**config.mk**
```make
export PLATFORM = sky130hd
export DESIGN_NAME = vector_draw_command_decoder_top
export DESIGN_NICKNAME = d
export VERILOG_FILES = /design/src/hdl/vdcd_pkg.sv /design/src/hdl/vdcd_core.sv /design/src/hdl/vector_draw_command_decoder_top.sv
export SDC_FILE = /design/constraint.sdc
export NUM_CORES = 1
export LEC_CHECK = 0
export BUFFER_PORTS_ARGS = -buffer_cell sky130_fd_sc_hd__clkbuf_2
export CORE_MARGIN = 3
export CORE_UTILIZATION = 56
export DETAILED_ROUTE_END_ITERATION = 10
export PLACE_DENSITY = 0.77
export SETUP_SLACK_MARGIN = 0.5
export SLEW_MARGIN = 10
export SYNTH_ARGS = -nofsm -noshare
export SYNTH_HDL_FRONTEND = slang
export SYNTH_SLANG_ARGS = --single-unit
```
**constraint.sdc**
```tcl
create_clock -name clk -period 19.6 [get_ports clk]
set_input_delay 3.92 -clock clk [delete_from_list [all_inputs] [get_ports clk]]
set_output_delay 3.92 -clock clk [all_outputs]
set_load 0.02 [all_outputs]
```
**src/hdl/vdcd_pkg.sv**
```systemverilog
package vdcd_pkg;

    // opcode field, bits 7:6 of a command byte
    typedef enum logic [1:0] {
        OPC_MOVE_X = 2'd0,
        OPC_MOVE_Y = 2'd1,
        OPC_PREFIX = 2'd2,
        OPC_CMD    = 2'd3
    } vdcd_opcode_t;

    // full command bytes under opcode 3
    localparam logic [7:0] CMD_PEN    = 8'hc0;
    localparam logic [7:0] CMD_PAUSE  = 8'hc1;
    localparam logic [7:0] CMD_CLEAR  = 8'hc2;
    localparam logic [7:0] CMD_KEY    = 8'hc3;
    localparam logic [7:0] CMD_COLOUR = 8'hc4;

    // result codes
    localparam logic [2:0] RES_LINE   = 3'd0;
    localparam logic [2:0] RES_PAUSE  = 3'd1;
    localparam logic [2:0] RES_CLEAR  = 3'd2;
    localparam logic [2:0] RES_KEY    = 3'd3;
    localparam logic [2:0] RES_COLOUR = 3'd4;

    localparam int OPERAND_W = 6;
    localparam int COORD_W   = 32;

    // one result beat plus its presence flag
    typedef struct packed {
        logic                      present;
        logic [2:0]                command;
        logic signed [COORD_W-1:0] from_x;
        logic signed [COORD_W-1:0] from_y;
        logic signed [COORD_W-1:0] to_x;
        logic signed [COORD_W-1:0] to_y;
        logic [COORD_W-1:0]        argument;
    } vdcd_result_t;

endpackage

```
**src/hdl/vdcd_core.sv**
```systemverilog
module vdcd_core
    import vdcd_pkg::*;
(
    input  logic         clk,
    input  logic         rst_n,
    input  logic         step,
    input  logic [7:0]   command_byte,
    output vdcd_result_t result
);

    logic [COORD_W-1:0] cur_x_reg, cur_x_next;
    logic [COORD_W-1:0] cur_y_reg, cur_y_next;
    logic [COORD_W-1:0] prev_x_reg, prev_x_next;
    logic [COORD_W-1:0] prev_y_reg, prev_y_next;
    logic               pen_down_reg, pen_down_next;
    logic               extending_reg, extending_next;
    logic [COORD_W-1:0] long_operand_reg, long_operand_next;
    logic [COORD_W-1:0] pause_delay_reg, pause_delay_next;

    vdcd_opcode_t         opc;
    logic [OPERAND_W-1:0] field;
    logic [COORD_W-1:0]   field_sext;
    logic [COORD_W-1:0]   field_shifted;
    logic [COORD_W-1:0]   amount;

    // operand forming
    assign opc           = vdcd_opcode_t'(command_byte[7:6]);
    assign field         = command_byte[OPERAND_W-1:0];
    assign field_sext    = {{(COORD_W-OPERAND_W){field[OPERAND_W-1]}}, field};
    assign field_shifted = {long_operand_reg[COORD_W-OPERAND_W-1:0], field};
    assign amount        = extending_reg ? field_shifted : field_sext;

    // next state and result for the byte in the input register
    always_comb
    begin
        cur_x_next        = cur_x_reg;
        cur_y_next        = cur_y_reg;
        prev_x_next       = prev_x_reg;
        prev_y_next       = prev_y_reg;
        pen_down_next     = pen_down_reg;
        extending_next    = extending_reg;
        long_operand_next = long_operand_reg;
        pause_delay_next  = pause_delay_reg;
        result            = '0;

        unique case (opc)
            OPC_MOVE_X:
            begin
                cur_x_next        = cur_x_reg + amount;
                extending_next    = 1'b0;
                long_operand_next = '0;
            end
            OPC_MOVE_Y:
            begin
                cur_y_next        = cur_y_reg + amount;
                extending_next    = 1'b0;
                long_operand_next = '0;
                prev_x_next       = cur_x_reg;
                prev_y_next       = cur_y_next;
                if (pen_down_reg)
                begin
                    result.present = 1'b1;
                    result.command = RES_LINE;
                    result.from_x  = prev_x_reg;
                    result.from_y  = prev_y_reg;
                    result.to_x    = cur_x_reg;
                    result.to_y    = cur_y_next;
                end
            end
            OPC_PREFIX:
            begin
                long_operand_next = amount;
                extending_next    = 1'b1;
            end
            OPC_CMD:
            begin
                extending_next    = 1'b0;
                long_operand_next = '0;
                unique case (command_byte)
                    CMD_PEN:
                    begin
                        pen_down_next = ~pen_down_reg;
                    end
                    CMD_PAUSE:
                    begin
                        if (long_operand_reg != '0)
                        begin
                            pause_delay_next = long_operand_reg;
                        end
                        result.present  = 1'b1;
                        result.command  = RES_PAUSE;
                        result.argument = pause_delay_next;
                    end
                    CMD_CLEAR:
                    begin
                        result.present = 1'b1;
                        result.command = RES_CLEAR;
                    end
                    CMD_KEY:
                    begin
                        result.present = 1'b1;
                        result.command = RES_KEY;
                    end
                    CMD_COLOUR:
                    begin
                        result.present  = 1'b1;
                        result.command  = RES_COLOUR;
                        result.argument = long_operand_reg;
                    end
                    default:
                    begin
                        result.present = 1'b0;
                    end
                endcase
            end
            default:
            begin
                result.present = 1'b0;
            end
        endcase
    end

    // drawing state, committed when the byte leaves the input register
    always_ff @(posedge clk or negedge rst_n)
    begin
        if (!rst_n)
        begin
            cur_x_reg        <= '0;
            cur_y_reg        <= '0;
            prev_x_reg       <= '0;
            prev_y_reg       <= '0;
            pen_down_reg     <= 1'b0;
            extending_reg    <= 1'b0;
            long_operand_reg <= '0;
            pause_delay_reg  <= '0;
        end
        else if (step)
        begin
            cur_x_reg        <= cur_x_next;
            cur_y_reg        <= cur_y_next;
            prev_x_reg       <= prev_x_next;
            prev_y_reg       <= prev_y_next;
            pen_down_reg     <= pen_down_next;
            extending_reg    <= extending_next;
            long_operand_reg <= long_operand_next;
            pause_delay_reg  <= pause_delay_next;
        end
    end

endmodule

```
**src/hdl/vector_draw_command_decoder_top.sv**
```systemverilog
// vector draw command decoder
// input channel: one command byte per beat on command_byte, handshake
// cmd_valid / cmd_ready. output channel: one draw result per beat on
// command, from_x, from_y, to_x, to_y and argument, handshake
// res_valid / res_ready. a byte yields zero or one result beat.
// a byte is captured in the input register, decoded against the
// drawing state, and its result lands in the output register, from
// which it is offered on the output channel.
// throughput: one byte per cycle unless a result waits on a stall, with
// the decode and 32-bit coordinate add combinational between the registers.
// when the receiver stalls, the held result stays on the outputs; bytes
// that yield no result still drain, and a byte that yields one waits in
// the input register, and cmd_ready is low while it waits.
// reset empties both pipeline registers and clears the current and
// previous point, the pen (up), the long operand and the pause delay.
module vector_draw_command_decoder_top
    import vdcd_pkg::*;
(
    input  logic                      clk,
    input  logic                      rst_n,
    input  logic                      cmd_valid,
    output logic                      cmd_ready,
    input  logic [7:0]                command_byte,
    output logic                      res_valid,
    input  logic                      res_ready,
    output logic [2:0]                command,
    output logic signed [COORD_W-1:0] from_x,
    output logic signed [COORD_W-1:0] from_y,
    output logic signed [COORD_W-1:0] to_x,
    output logic signed [COORD_W-1:0] to_y,
    output logic [COORD_W-1:0]        argument
);

    logic         in_valid_reg;
    logic [7:0]   in_byte_reg;
    logic         out_valid_reg;
    vdcd_result_t out_reg;
    vdcd_result_t step_result;
    logic         out_free;
    logic         step;

    // input stage advances unless its result has nowhere to go
    assign out_free  = !out_valid_reg || res_ready;
    assign step      = in_valid_reg && (!step_result.present || out_free);
    assign cmd_ready = !in_valid_reg || step;

    vdcd_core u_core (
        .clk          (clk),
        .rst_n        (rst_n),
        .step         (step),
        .command_byte (in_byte_reg),
        .result       (step_result)
    );

    // input register
    always_ff @(posedge clk or negedge rst_n)
    begin
        if (!rst_n)
        begin
            in_valid_reg <= 1'b0;
        end
        else if (cmd_ready)
        begin
            in_valid_reg <= cmd_valid;
        end
    end

    always_ff @(posedge clk)
    begin
        if (cmd_ready && cmd_valid)
        begin
            in_byte_reg <= command_byte;
        end
    end

    // output register
    always_ff @(posedge clk or negedge rst_n)
    begin
        if (!rst_n)
        begin
            out_valid_reg <= 1'b0;
        end
        else if (out_free)
        begin
            out_valid_reg <= step && step_result.present;
        end
    end

    always_ff @(posedge clk)
    begin
        if (out_free && step && step_result.present)
        begin
            out_reg <= step_result;
        end
    end

    assign res_valid = out_valid_reg;
    assign command   = out_reg.command;
    assign from_x    = out_reg.from_x;
    assign from_y    = out_reg.from_y;
    assign to_x      = out_reg.to_x;
    assign to_y      = out_reg.to_y;
    assign argument  = out_reg.argument;

endmodule

```
# ---- After elaboration in Yosys (flattened, before gate mapping)
# Cells that the tools add are included.
dict set report word_totals {
  elab_cells 56
  inputBits 12
  out_inout_bits 165
  register_bits 335
}
dict set report op_classes {
  n_eq_ne 8
  add_sub_neg 2
  n_mux 9
  bitwise_logic 1
  reduce_logical 20
}
# cell n
set op_table {}
lappend op_table {{$mux W132} 1}
lappend op_table {{$pmux W32 S2} 2}
lappend op_table {{$add A32 B32 Y32} 2}
lappend op_table {{$mux W32} 2}
lappend op_table {{$eq A8 B8 Y1 const B} 5}
lappend op_table {{$reduce_bool A32 Y1} 1}
lappend op_table {{$pmux W3 S4} 1}
lappend op_table {{$pmux W4 S2} 1}
lappend op_table {{$reduce_and A2 Y1} 3}
lappend op_table {{$reduce_and A3 Y1} 2}
lappend op_table {{$logic_and A1 B1 Y1} 5}
lappend op_table {{$eq A2 B2 Y1 const B} 2}
lappend op_table {{$reduce_or A4 Y1} 1}
lappend op_table {{$logic_not A1 Y1} 3}
lappend op_table {{$logic_or A1 B1 Y1} 3}
lappend op_table {{$reduce_or A3 Y1} 1}
lappend op_table {{$eq A2 B1 Y1 const B} 1}
lappend op_table {{$logic_not A2 Y1} 1}
lappend op_table {{$pmux W1 S2} 1}
lappend op_table {{$mux W1} 1}
lappend op_table {{$not A1 Y1} 1}

# ---- Longest topological paths before layout
# Gate-level depths: netlist of the first run.
dict set report logic_depth {
  word_depth 9
  mapped_depth 15
  mapped_depth_nobuf 11
}

# ---- Hierarchy
# A second synthesis of the first run with hierarchy kept.
dict set report hier_totals {
  cells_unflattened 1350
  area_unflattened_um2 15778.9
}
# mod seq_area_each_um2 n_inst cells_per_inst area_each_um2
set modules_own_cells {}
lappend modules_own_cells {vdcd_core 4053.9 1 1169 10537.6}
lappend modules_own_cells {vector_draw_command_decoder_top 5185.0 1 181 5241.3}

# ---- Worst setup path before layout of the first run
# Ideal clock, no wire load.
dict set report synth_timing {
  path_kind {input port to flip-flop}
  from {input port res_ready}
  to {register out_reg, in the netlist argument[0], enable pin}
  stages 5
  n_path_buf 2
  setup_time_ns 0.689
  path_slack_ns 7.638
  arrival_time_ns 11.273
  required_ns 18.911
  path_cell_list {nand2b_1 > o21ai_1 > buf_2 > buf_1 > nor2_1}
}
dict set report synth_via {
  elab_chain_cells 5
}
# item line_no
set synth_rtl {}
lappend synth_rtl {{start: declaration} vector_draw_command_decoder_top.sv:25} ;# input logic res_ready,
lappend synth_rtl {{$logic_or A1 B1 Y1 (*)} vector_draw_command_decoder_top.sv:43} ;# assign out_free = !out_valid_reg || res_ready;
lappend synth_rtl {{$logic_or A1 B1 Y1} vector_draw_command_decoder_top.sv:44} ;# assign step = in_valid_reg && (!step_result.present || out_free);
lappend synth_rtl {{$logic_and A1 B1 Y1} vector_draw_command_decoder_top.sv:44}
lappend synth_rtl {{$logic_and A1 B1 Y1 (*) (2 in series)} vector_draw_command_decoder_top.sv:91} ;# if (out_free && step && step_result.present)
lappend synth_rtl {{end signal: assignment} vector_draw_command_decoder_top.sv:93} ;# out_reg <= step_result;
lappend synth_rtl {{end: declaration} vector_draw_command_decoder_top.sv:37} ;# vdcd_result_t out_reg;
# Mark *: on every way between the ends. The rest lies on a longest branch, timed or not.
# A chain may end at the register's enable or synchronous reset.

# ---- Worst setup path in the final report of the first run
dict set report layout_timing {
  from {input port res_ready}
  to {output port cmd_ready}
}
dict set report layout_via {
  elab_chain_cells 4
}
# item line_no
set layout_rtl {}
lappend layout_rtl {{$logic_or A1 B1 Y1} vector_draw_command_decoder_top.sv:43}
lappend layout_rtl {{$logic_or A1 B1 Y1} vector_draw_command_decoder_top.sv:44}
lappend layout_rtl {{$logic_and A1 B1 Y1} vector_draw_command_decoder_top.sv:44}
lappend layout_rtl {{$logic_or A1 B1 Y1} vector_draw_command_decoder_top.sv:45} ;# assign cmd_ready = !in_valid_reg || step;
lappend layout_rtl {{end: declaration} vector_draw_command_decoder_top.sv:22} ;# output logic cmd_ready,
# No other way between the ends.

==> run_results.csv, run 1 <==
group,metric,value,unit
synth,avgSynthCellArea,10.97,um2
global_routing,gr-usage-all-layers,0.2568,
setup_path,worst-path-buf-inv,2,
synth,synthCells,1482,
routing,drtIter0Drc,932,
synth,synth_seq_cells,335,
clock_tree,holdBufCountCts,0,
placed_design,place_congestion,0.9645,
setup_path,cp_cell_sequence,"clkbuf_2 -> nand2b_1 -> or3_1 -> clkbuf_2",
setup_path,cp_slowest_cell,"or3_1",
clock_tree,cts_buffers,35,
setup_path,critPathTopFamily,"simple AND/OR/NAND/NOR gates",
synth,synth-async-reset-ratio,0.4896,
cells_and_area,fin_nets,1694,
routing,routed_via_density,5.986,
timing,maxSlewHeadroom,0.1686,
synth,syn_nets,1558,
clock_tree,cts_tree,"done",
placed_design,port_buffers,176,
setup_path,path_class,"in2out",
global_routing,grt_max_degree,102,
setup_path,end_kind,"output pin",
placed_design,dp.cells,1959,
cells_and_area,num_antenna_cells,0,
timing,fin_skew,0.01527,ns
cells_and_area,syn2layout_area_growth,13.37,%
routing,num_vias,12110,
timing,hold_viol_final,0,
pwr,p_per_area,125.5,nW/um2
timing,fin_setup_tns,0,ns
timing,rsz0062_at_grt,"false",
clock_tree,clk-insertion-delay-late,0.52,ns
synth,ys.flop_type,"edfxtp_1",
routing,drc,0,
synth,synth_area,16250,um2
floorplan,dieWidth,176.4,um
routing,ant_nets,0,
clock_tree,cts_buffer_depth,3,
timing,min_period_over_period,0.4454,
setup_path,rr_endpoint,"to_y[23]",
synth,yosysSeqAreaShare,0.5685,
min_path,hold_path.class,"reg2reg",
cells_and_area,final-instance-count-excl-fill,2023,
floorplan,die-area,31100,um2
floorplan,initial_utilization,0.5770,
routing,wl,40520,um
setup_path,cp.required,15.68,ns
floorplan,io-pin-count,177,
floorplan,core,28160,um2
clock_tree,ctsResizeCount,0,
clock_tree,path_clk_slew,0.06,ns
routing,wl_per_cell,20.03,um
cells_and_area,final_util,0.6542,
flow_run,drv_cap,0,
routing,dr.pass1.iters,7,
global_routing,grt_pass1_wl,62910,um
setup_path,rr_worst_depth,11,
clock_tree,cts_setup_buffers,0,
floorplan,row_count,61,
pwr,power_leakage,8.633,nW
setup_path,worst-r2r-setup-slack,14.47,ns
min_path,hp-start,"u_core.prev_x_reg[19]",
synth,netlist-cell-type-count,76,
min_path,worstHoldPathCells,2,
placed_design,pre_cts_slack,10.91,ns
timing,fmax,114.5,MHz
global_routing,grt_pass1_vias,11420,
synth,synth_edf_count,171,
synth,synth_warnings,0,
placed_design,hpwl,27540,um
setup_path,slowest_delay,0.42,ns
setup_path,path_max_fanout,4,
setup_path,crit_top_cell,"clkbuf_2",
cells_and_area,fill_cells,2191,
clock_tree,h-tree-depth,2,
clock_tree,cts_sinks,335,
timing,setup_viol,0,
setup_path,crit_start,"res_ready",
global_routing,overflow,0,
floorplan,die_y,176.4,um
pwr,peakVddDrop,0.00007975,V
setup_path,worstSetupStartpointType,"input port",
timing,period_minus_slack,8.731,ns
setup_path,timing.rr.start,"u_core.extending_reg",
timing,worst_pin_slew,1.238,ns
timing,setup_slack,10.87,ns
min_path,hold_path_end,"u_core.prev_x_reg[19]",
cells_and_area,drive_gt1_frac,0.1787,
timing,finalMaxSlewViolations,0,
global_routing,antenna_found_initial,0,
clock_tree,cts_root_buf,"clkbuf_16",
status,run_status,"complete, no violations",
timing,whs,0.4684,ns
setup_path,timing.critical_path.arrival,4.81,ns
==> per-stage QoR <==
stage | power (mW) | instance area, um2
global route | 2.452 | 18420
finish | 2.312 | 18420
CTS | 2.312 | 18420
detailed placement | 1.687 | 17360
global placement | 1.667 | 17360
floorplan | 1.496 | 16250
==> cells in the mapped netlist (all sizes together) (4+ instances only) <==
cell type / count / share of area
a211o: 5 / 0.0027
a211oi: 9 / 0.0042
a21o: 25 / 0.012
a21oi: 72 / 0.023
a22o: 67 / 0.036
a31oi: 8 / 0.0031
a41oi: 4 / 0.0022
and2: 8 / 0.0031
and3: 107 / 0.041
buf: 24 / 0.0070
clkbuf: 64 / 0.015
dfrtp: 164 / 0.25
edfxtp: 171 / 0.32
ha: 62 / 0.048
inv: 20 / 0.0046
mux2: 32 / 0.022
nand2: 260 / 0.060
nand2b: 10 / 0.0040
nand3: 22 / 0.0068
nand4: 19 / 0.0073
nor2: 75 / 0.017
nor2b: 6 / 0.0023
nor3: 8 / 0.0028
nor4: 16 / 0.0069
o2111ai: 6 / 0.0036
o211ai: 8 / 0.0040
o21a: 5 / 0.0023
o21ai: 83 / 0.026
o21bai: 14 / 0.0065
o31ai: 9 / 0.0042
or4: 4 / 0.0018
xnor2: 32 / 0.017
xor2: 20 / 0.011
==> logic make-up after synthesis <==
| kind of cell | synth area share |
|---|---|
| AND/OR/NAND/NOR | 0.1615 |
| AO/OA/AOI/OAI | 0.1418 |
| flip-flops | 0.5685 |
| buffers and inverters | 0.02649 |
| adder cells (fa/ha/maj) | 0.05020 |
| XOR/XNOR | 0.02803 |
| multiplexers | 0.02341 |
==> report_power, final <==
part           internal, mW  total [mW]  switching (mW)  leakage [nW]
Combinational         0.291       0.755           0.464          4.24
Clock                 0.354       0.622           0.269         0.529
Sequential            0.837       0.934          0.0971          3.87
==> layout make-up <==
cell class,instances,area (um2),area share
Multi-Input combinational cell,1039,6604,0.3584
Sequential cell,335,9240,0.5015
Tap cell,378,473.0,0.02567
Clock buffer,48,944.7,0.05127
Timing Repair Buffer,187,969.7,0.05263
Inverter,20,75.07,0.004075
Clock inverter,16,117.6,0.006384
==> how the worst max path moves through the flow <==
stage	slack, ns	depth (start not counted)	end
3_3_place_gp	10.95	4	cmd_ready
6_report	10.87	4	cmd_ready
3_5_place_dp	10.91	4	cmd_ready
2_1_floorplan	7.64	5	argument[0]
5_1_grt	10.83	4	cmd_ready
4_1_cts	10.86	4	cmd_ready
==> placed cells by master, fill, tap and decap left out, types with 4 or more instances in the layout <==
master / netlist / layout
a31oi_1: 8 / 8
nand2_1: 260 / 259
o21ai_0: 77 / 77
clkbuf_2: 1 / 175
a211o_1: 5 / 5
nor2_1: 74 / 73
ha_1: 62 / 62
xor2_1: 20 / 20
inv_6: 0 / 4
nor4_1: 14 / 14
nand4_1: 19 / 19
nor3_1: 7 / 7
o31ai_1: 9 / 9
clkbuf_1: 63 / 11
or4_1: 4 / 4
a21oi_1: 69 / 69
a21o_1: 24 / 24
o211ai_1: 7 / 7
a22o_1: 67 / 67
clkbuf_16: 0 / 35
edfxtp_1: 171 / 171
nand3_1: 22 / 22
inv_1: 20 / 20
xnor2_1: 32 / 32
buf_4: 0 / 11
o2111ai_1: 5 / 5
nand2b_1: 9 / 9
and3_1: 106 / 106
mux2_2: 31 / 31
o21bai_1: 14 / 14
o21a_1: 5 / 5
a211oi_1: 9 / 9
clkinv_2: 0 / 9
nor2b_1: 6 / 5
dfrtp_1: 164 / 163
and2_1: 8 / 7
a41oi_1: 4 / 4
==> metal layers <==
layer,wire (um),global-route usage,vias up
li1,-,-,5717
met5,0,0,-
met2,19200,0.4130,408
met3,2487,0.04000,84
met4,1265,0.08183,0
met1,17570,0.3633,5901
==> worst register-to-register path: cells and delay by family, from the launching register on <==
kind	cells	cell delay [ns]
and+or+nand+nor	5	1.98
AOI/OAI and AO/OA	4	1.01
DFF	1	0.91
adders and majority gates	1	0.54
xor gates and xnor gates	1	0.39
(Power assumes the default switching activity.)
==> run 2: changes to the inputs <==
--- a/config.mk
+++ b/config.mk
@@ -7,9 +7,9 @@
 export LEC_CHECK = 0
 export BUFFER_PORTS_ARGS = -buffer_cell sky130_fd_sc_hd__clkbuf_2
 export CORE_MARGIN = 3
-export CORE_UTILIZATION = 56
+export CORE_UTILIZATION = 53
 export DETAILED_ROUTE_END_ITERATION = 10
-export PLACE_DENSITY = 0.77
+export PLACE_DENSITY = 0.76
 export SETUP_SLACK_MARGIN = 0.5
 export SLEW_MARGIN = 10
 export SYNTH_ARGS = -nofsm -noshare
==> constraint.sdc (replaced) <==
create_clock -name clk -period 7.2 [get_ports clk]
set_input_delay 1.44 -clock clk [delete_from_list [all_inputs] [get_ports clk]]
set_output_delay 1.44 -clock clk [all_outputs]
set_load 0.02 [all_outputs]
==> run_results.csv, run 2 (synthesis gave the netlist of run 1 again) <==
group,metric,value,unit
timing,fin_skew,0.02626,ns
placed_design,hpwl,29910,um
clock_tree,ctsResizeCount,0,
floorplan,dieWidth,181.1,um
clock_tree,cts_root_buf,"clkbuf_16",
setup_path,path_class,"reg2reg",
flow_run,drv_cap,0,
cells_and_area,fill_cells,2417,
floorplan,die_y,181.1,um
global_routing,overflow,0,
timing,fin_setup_tns,0,ns
cells_and_area,syn2layout_area_growth,14.49,%
clock_tree,clk-insertion-delay-late,0.53,ns
clock_tree,cts_sinks,335,
cells_and_area,layout_common_cells,"nand2_1 (259), clkbuf_2 (175), edfxtp_1 (171)",
cells_and_area,fin_nets,1699,
clock_tree,h-tree-depth,2,
timing,maxSlewHeadroom,0.2119,
setup_path,timing.critical_path.arrival,5.12,ns
routing,ant_nets,0,
setup_path,crit_top_cell,"nand2_1",
timing,hold_viol_final,0,
setup_path,end_kind,"register",
routing,wl,42950,um
status,run_status,"complete, no violations",
floorplan,core,29950,um2
clock_tree,cts_buffer_depth,3,
routing,wl_met2,19950,um
setup_path,cp.required,7.47,ns
timing,setup_slack,2.351,ns
min_path,hold_path.class,"reg2reg",
placed_design,place_congestion,0.9301,
routing,wl_met3,3362,um
routing,dr.pass1.iters,5,
timing,worst_pin_slew,1.179,ns
routing,wl_met1,18320,um
floorplan,initial_utilization,0.5425,
placed_design,pre_cts_slack,2.440,ns
setup_path,critPathTopFamily,"simple AND/OR/NAND/NOR gates",
clock_tree,cts_buffers,36,
setup_path,path_max_fanout,28,
routing,routed_via_density,5.946,
placed_design,port_buffers,176,
timing,fmax,206.2,MHz
setup_path,worst-path-buf-inv,0,
global_routing,grt_pass1_wl,67850,um
cells_and_area,final_common_cell,"nand2_1",
setup_path,worstSetupStartpointType,"register",
global_routing,gr-usage-all-layers,0.2593,
setup_path,slowest_delay,0.85,ns
routing,drtIter0Drc,1079,
global_routing,grt_max_degree,107,
timing,finalMaxSlewViolations,0,
clock_tree,cts_tree,"done",
floorplan,row_count,63,
clock_tree,path_clk_slew,0.06,ns
setup_path,cp_cell_sequence,"nand2b_1 -> nand2_1 -> ha_1 -> a21oi_1 -> nand2_1 -> nor3_1 -> a21oi_2 -> a31oi_1 -> o311a_1 -> mux2i_1 -> or2_1",
timing,whs,0.4646,ns
clock_tree,cts_setup_buffers,0,
routing,highest_layer,"met4",
routing,drc,0,
pwr,p_per_area,348.4,nW/um2
global_routing,grt_pass1_vias,11920,
floorplan,die-area,32800,um2
routing,wl_per_cell,21.04,um
cells_and_area,drive_gt1_frac,0.1805,
pwr,power_leakage,8.697,nW
clock_tree,holdBufCountCts,0,
setup_path,cp_slowest_cell,"dfrtp_1",
cells_and_area,final_util,0.6211,
pwr,peakVddDrop,0.0002060,V
timing,rsz0062_at_grt,"false",
timing,min_period_over_period,0.6735,
timing,period_minus_slack,4.849,ns
global_routing,antenna_found_initial,0,
routing,num_vias,12140,
cells_and_area,num_antenna_cells,0,
timing,setup_viol,0,
floorplan,io-pin-count,177,
-- run 2: cell types whose count changed in the layout (fill, tap and decap cells not counted), sizes merged --
cell      change
buf           +4
inv           -3
clkinvlp      +3
bufinv        +2
-- run 2: layer usage --
| metal | track usage | vias to the layer above |
|---|---|---|
| met5 | 0 | - |
| met3 | 0.05718 | 81 |
| met1 | 0.3612 | 5884 |
| met2 | 0.4086 | 463 |
| li1 | - | 5708 |
| met4 | 0.08440 | 0 |
-- run 2: final cells by class --
class,count,area [um2],share of cell area
well taps,390,488.0,0.02623
repair buffers,191,1020,0.05481
inverters,20,75.07,0.004035
clock inverters,18,181.4,0.009751
multi-input cells,1039,6603,0.3549
flip-flops and latches,335,9240,0.4966
clock buffers,48,998.5,0.05367
-- run 2: path summary, 6_finish.rpt --
kind	from	endpoint	slack [ns]	cells after the start
max in group asynchronous	rst_n	u_core.prev_x_reg[18]	4.78	2
worst max register to register	u_core.extending_reg	to_y[29]	2.35	11
worst max-delay path	u_core.extending_reg	to_y[29]	2.35	11
worst min-delay path	u_core.prev_x_reg[6]	u_core.prev_x_reg[6]	0.46	2
min in group asynchronous	rst_n	u_core.cur_x_reg[24]	1.05	1
worst min register to register	u_core.prev_x_reg[6]	u_core.prev_x_reg[6]	0.46	2
-- run 2: worst register-to-register path: cells and delay by family (launching register included) --
kind	cells	cell delay (ns)
AO/OA/AOI/OAI	4	1.26
AND/OR/NAND/NOR	5	1.92
multiplexers	1	0.10
flip-flops	1	0.85
adder cells (fa/ha/maj)	1	0.47
-- run 2: through the flow --
stage | power (mW) | instance area, um2 | std cells
detailed placement | 4.647 | 17400 | 1974
finish | 6.482 | 18610 | 2041
floorplan | 4.069 | 16260 | 1482
CTS | 6.504 | 18580 | 2040
global route | 6.873 | 18610 | 2041
global placement | 4.624 | 17400 | 1974
-- run 2: where the power goes --
group          switching (mW)  total (mW)  internal [mW]  leakage [nW]
clock                   0.748        1.84           1.09         0.568
sequential              0.303        2.58           2.28          3.87
combinational            1.27        2.06          0.798          4.26
==> run 3: changes to the inputs <==
--- a/config.mk
+++ b/config.mk
@@ -5,11 +5,12 @@
 export SDC_FILE = /design/constraint.sdc
 export NUM_CORES = 1
 export LEC_CHECK = 0
+export ABC_AREA = 1
 export BUFFER_PORTS_ARGS = -buffer_cell sky130_fd_sc_hd__clkbuf_2
 export CORE_MARGIN = 3
-export CORE_UTILIZATION = 53
+export CORE_UTILIZATION = 54
 export DETAILED_ROUTE_END_ITERATION = 10
-export PLACE_DENSITY = 0.76
+export PLACE_DENSITY = 0.77
 export SETUP_SLACK_MARGIN = 0.5
 export SLEW_MARGIN = 10
 export SYNTH_ARGS = -nofsm -noshare
==> constraint.sdc (replaced) <==
create_clock -name clk -period 4.4 [get_ports clk]
set_input_delay 0.88 -clock clk [delete_from_list [all_inputs] [get_ports clk]]
set_output_delay 0.88 -clock clk [all_outputs]
set_load 0.02 [all_outputs]
==> run_results.csv, run 3 <==
group,metric,value,unit
status,run_status,"complete, no violations",
synth,synthCells,2209,
synth,netlist-cell-type-count,37,
routing,drtIter0Drc,1194,
cells_and_area,num_antenna_cells,0,
setup_path,end_kind,"register",
routing,drc,0,
setup_path,slowest_delay,0.47,ns
clock_tree,cts_sinks,335,
floorplan,dieWidth,187.0,um
routing,num_vias,14730,
timing,fin_setup_tns,0,ns
synth,synth_area,17690,um2
clock_tree,clk-insertion-delay-late,0.52,ns
placed_design,port_buffers,176,
timing,setup_viol,0,
pwr,p_per_area,574.0,nW/um2
synth,syn_nets,2285,
global_routing,grt_pass1_wl,74830,um
routing,routed_via_density,5.183,
synth,yosys-top-cells-area,"edfxtp_1 (29%), dfrtp_1 (23%), nand2_1 (17%)",
clock_tree,cts_tree,"done",
setup_path,cp_slowest_cell,"inv_1",
floorplan,core,31880,um2
synth,ys_top_cells_by_count,"nand2_1 (782), inv_1 (358), nor2_1 (213)",
synth,synth_warnings,0,
cells_and_area,drive_gt1_frac,0.1126,
cells_and_area,layout_common_cells,"nand2_1 (778), inv_1 (356), nor2_1 (212)",
synth,synth_edf_count,171,
setup_path,timing.critical_path.arrival,3.77,ns
min_path,hold_path.class,"in2async",
routing,wl,46150,um
cells_and_area,final-instance-count-excl-fill,2841,
global_routing,antenna_found_initial,0,
global_routing,gr-usage-all-layers,0.2645,
floorplan,io-pin-count,177,
routing,dr.pass1.iters,5,
timing,period_minus_slack,3.532,ns
pwr,peakVddDrop,0.0003519,V
routing,ant_nets,0,
clock_tree,cts_buffers,37,
setup_path,worstSetupStartpointType,"register",
timing,rsz0062_at_grt,"false",
cells_and_area,syn2layout_area_growth,14.35,%
synth,yosysSeqAreaShare,0.5223,
timing,fin_skew,0.01528,ns
global_routing,grt_max_degree,104,
synth,synth-async-reset-ratio,0.4896,
synth,synth_top_area_frac,0.2903,
floorplan,initial_utilization,0.5548,
cells_and_area,fin_nets,2454,
placed_design,place_congestion,0.9721,
timing,fmax,283.1,MHz
routing,wl_per_cell,16.25,um
timing,finalMaxSlewViolations,0,
synth,avgSynthCellArea,8.007,um2
pwr,power_leakage,10.38,nW
timing,worst_pin_slew,1.019,ns
clock_tree,path_clk_slew,0.06,ns
setup_path,path_class,"reg2reg",
placed_design,pre_cts_slack,0.7066,ns
floorplan,row_count,65,
global_routing,overflow,0,
timing,maxSlewHeadroom,0.3207,
synth,synth_seq_cells,335,
cells_and_area,fill_cells,2748,
synth,synth_area_leader_cell,"edfxtp_1",
synth,ys.flop_type,"edfxtp_1",
placed_design,dp.cells,2774,
clock_tree,h-tree-depth,2,
setup_path,cp.required,4.64,ns
floorplan,die-area,34960,um2
clock_tree,cts_buffer_depth,3,
flow_run,drv_cap,0,
timing,min_period_over_period,0.8027,
setup_path,cp_cell_sequence,"inv_1 -> nand2_2 -> o21ai_0 -> ha_1 -> nand2_1 -> inv_1 -> a21oi_1 -> nand2_1 -> nand2_1 -> nand2_1 -> nand2_1 -> nand3b_1 -> nand2_1 -> nor2_1",
floorplan,die_y,187.0,um
global_routing,grt_pass1_vias,14260,
clock_tree,cts_root_buf,"clkbuf_16",
timing,hold_viol_final,0,
cells_and_area,final_common_cell,"nand2_1",
setup_path,path_max_fanout,28,
clock_tree,holdBufCountCts,0,
timing,setup_slack,0.8682,ns
placed_design,hpwl,34100,um
setup_path,crit_top_cell,"nand2_1",
synth,yosysMostFrequentCell,"nand2_1",
cells_and_area,final_util,0.6344,
-- run 3: path summary, 6_finish.rpt --
kind | startpoint | to | slack (ns) | cells after the start
worst max-delay path | u_core.extending_reg | to_y[28] | 0.87 | 14
worst min-delay path | rst_n | res_valid | 0.45 | 1
worst max register to register | u_core.extending_reg | to_y[28] | 0.87 | 14
worst min register to register | u_core.pause_delay_reg[15] | u_core.pause_delay_reg[15] | 0.51 | 2
max in group asynchronous | rst_n | u_core.cur_x_reg[21] | 3.04 | 2
min in group clk | u_core.pause_delay_reg[15] | u_core.pause_delay_reg[15] | 0.51 | 2
-- run 3: power breakdown --
group,switching (mW),internal (mW)
Clock,1.25,1.76
Sequential,0.441,3.86
Combinational,2.88,1.42
-- run 3: cell families (layout without fill, tap and decap cells) --
kind of cell	after synthesis	count (layout)	share of synthesized area
AO/OA/AOI/OAI	238	238	0.06953
AND/OR/NAND/NOR	1119	1119	0.2532
flip-flops	335	335	0.5223
buffers and inverters	421	618	0.09295
adder cells (fa/ha/maj)	64	64	0.04612
XOR/XNOR	32	32	0.01585
-- run 3: what timing repair did --
item	CTS	global route
buffers inserted	0	0
endpoints found under the setup margin	0	26
resized for setup	0	1
hold endpoints to repair	0	0
-- run 3: final cells by class --
| type | count | area [um2] | share of cell area |
|---|---|---|---|
| Sequential cell | 335 | 9239 | 0.4568 |
| Multi-Input combinational cell | 1453 | 6850 | 0.3387 |
| Inverter | 360 | 1363 | 0.06737 |
| Clock buffer | 52 | 1065 | 0.05264 |
| Timing Repair Buffer | 191 | 1050 | 0.05190 |
| Tap cell | 435 | 544.3 | 0.02691 |
| Clock inverter | 15 | 115.1 | 0.005691 |
-- run 3: critical path, delay by kind of cell, from the launching register on --
kind | cells | cell delay (ns)
buffers and inverters | 2 | 0.55
adder cells (fa/ha/maj) | 1 | 0.41
AO/OA/AOI/OAI | 2 | 0.59
AND/OR/NAND/NOR | 9 | 1.34
flip-flops | 1 | 0.36
-- run 3: routing by layer --
| layer | up-vias | GRT usage | part of all wire |
|---|---|---|---|
| met5 | - | 0 | 0 |
| met4 | 0 | 0.07909 | 0.029 |
| met1 | 6873 | 0.3723 | 0.45 |
| li1 | 7238 | - | - |
| met2 | 529 | 0.4332 | 0.46 |
| met3 | 85 | 0.03411 | 0.065 |
-- run 3: stage by stage --
stage / hold WS (ns) / area (um2) / total power [mW]
after floorplan: 0.4488 / 17730 / 7.349
after global placement: 0.4613 / 19040 / 8.529
after detailed placement: 0.4791 / 19040 / 8.587
after CTS: 0.4967 / 20220 / 11.61
after global routing: 0.5186 / 20230 / 12.45
final: 0.4518 / 20230 / 11.61
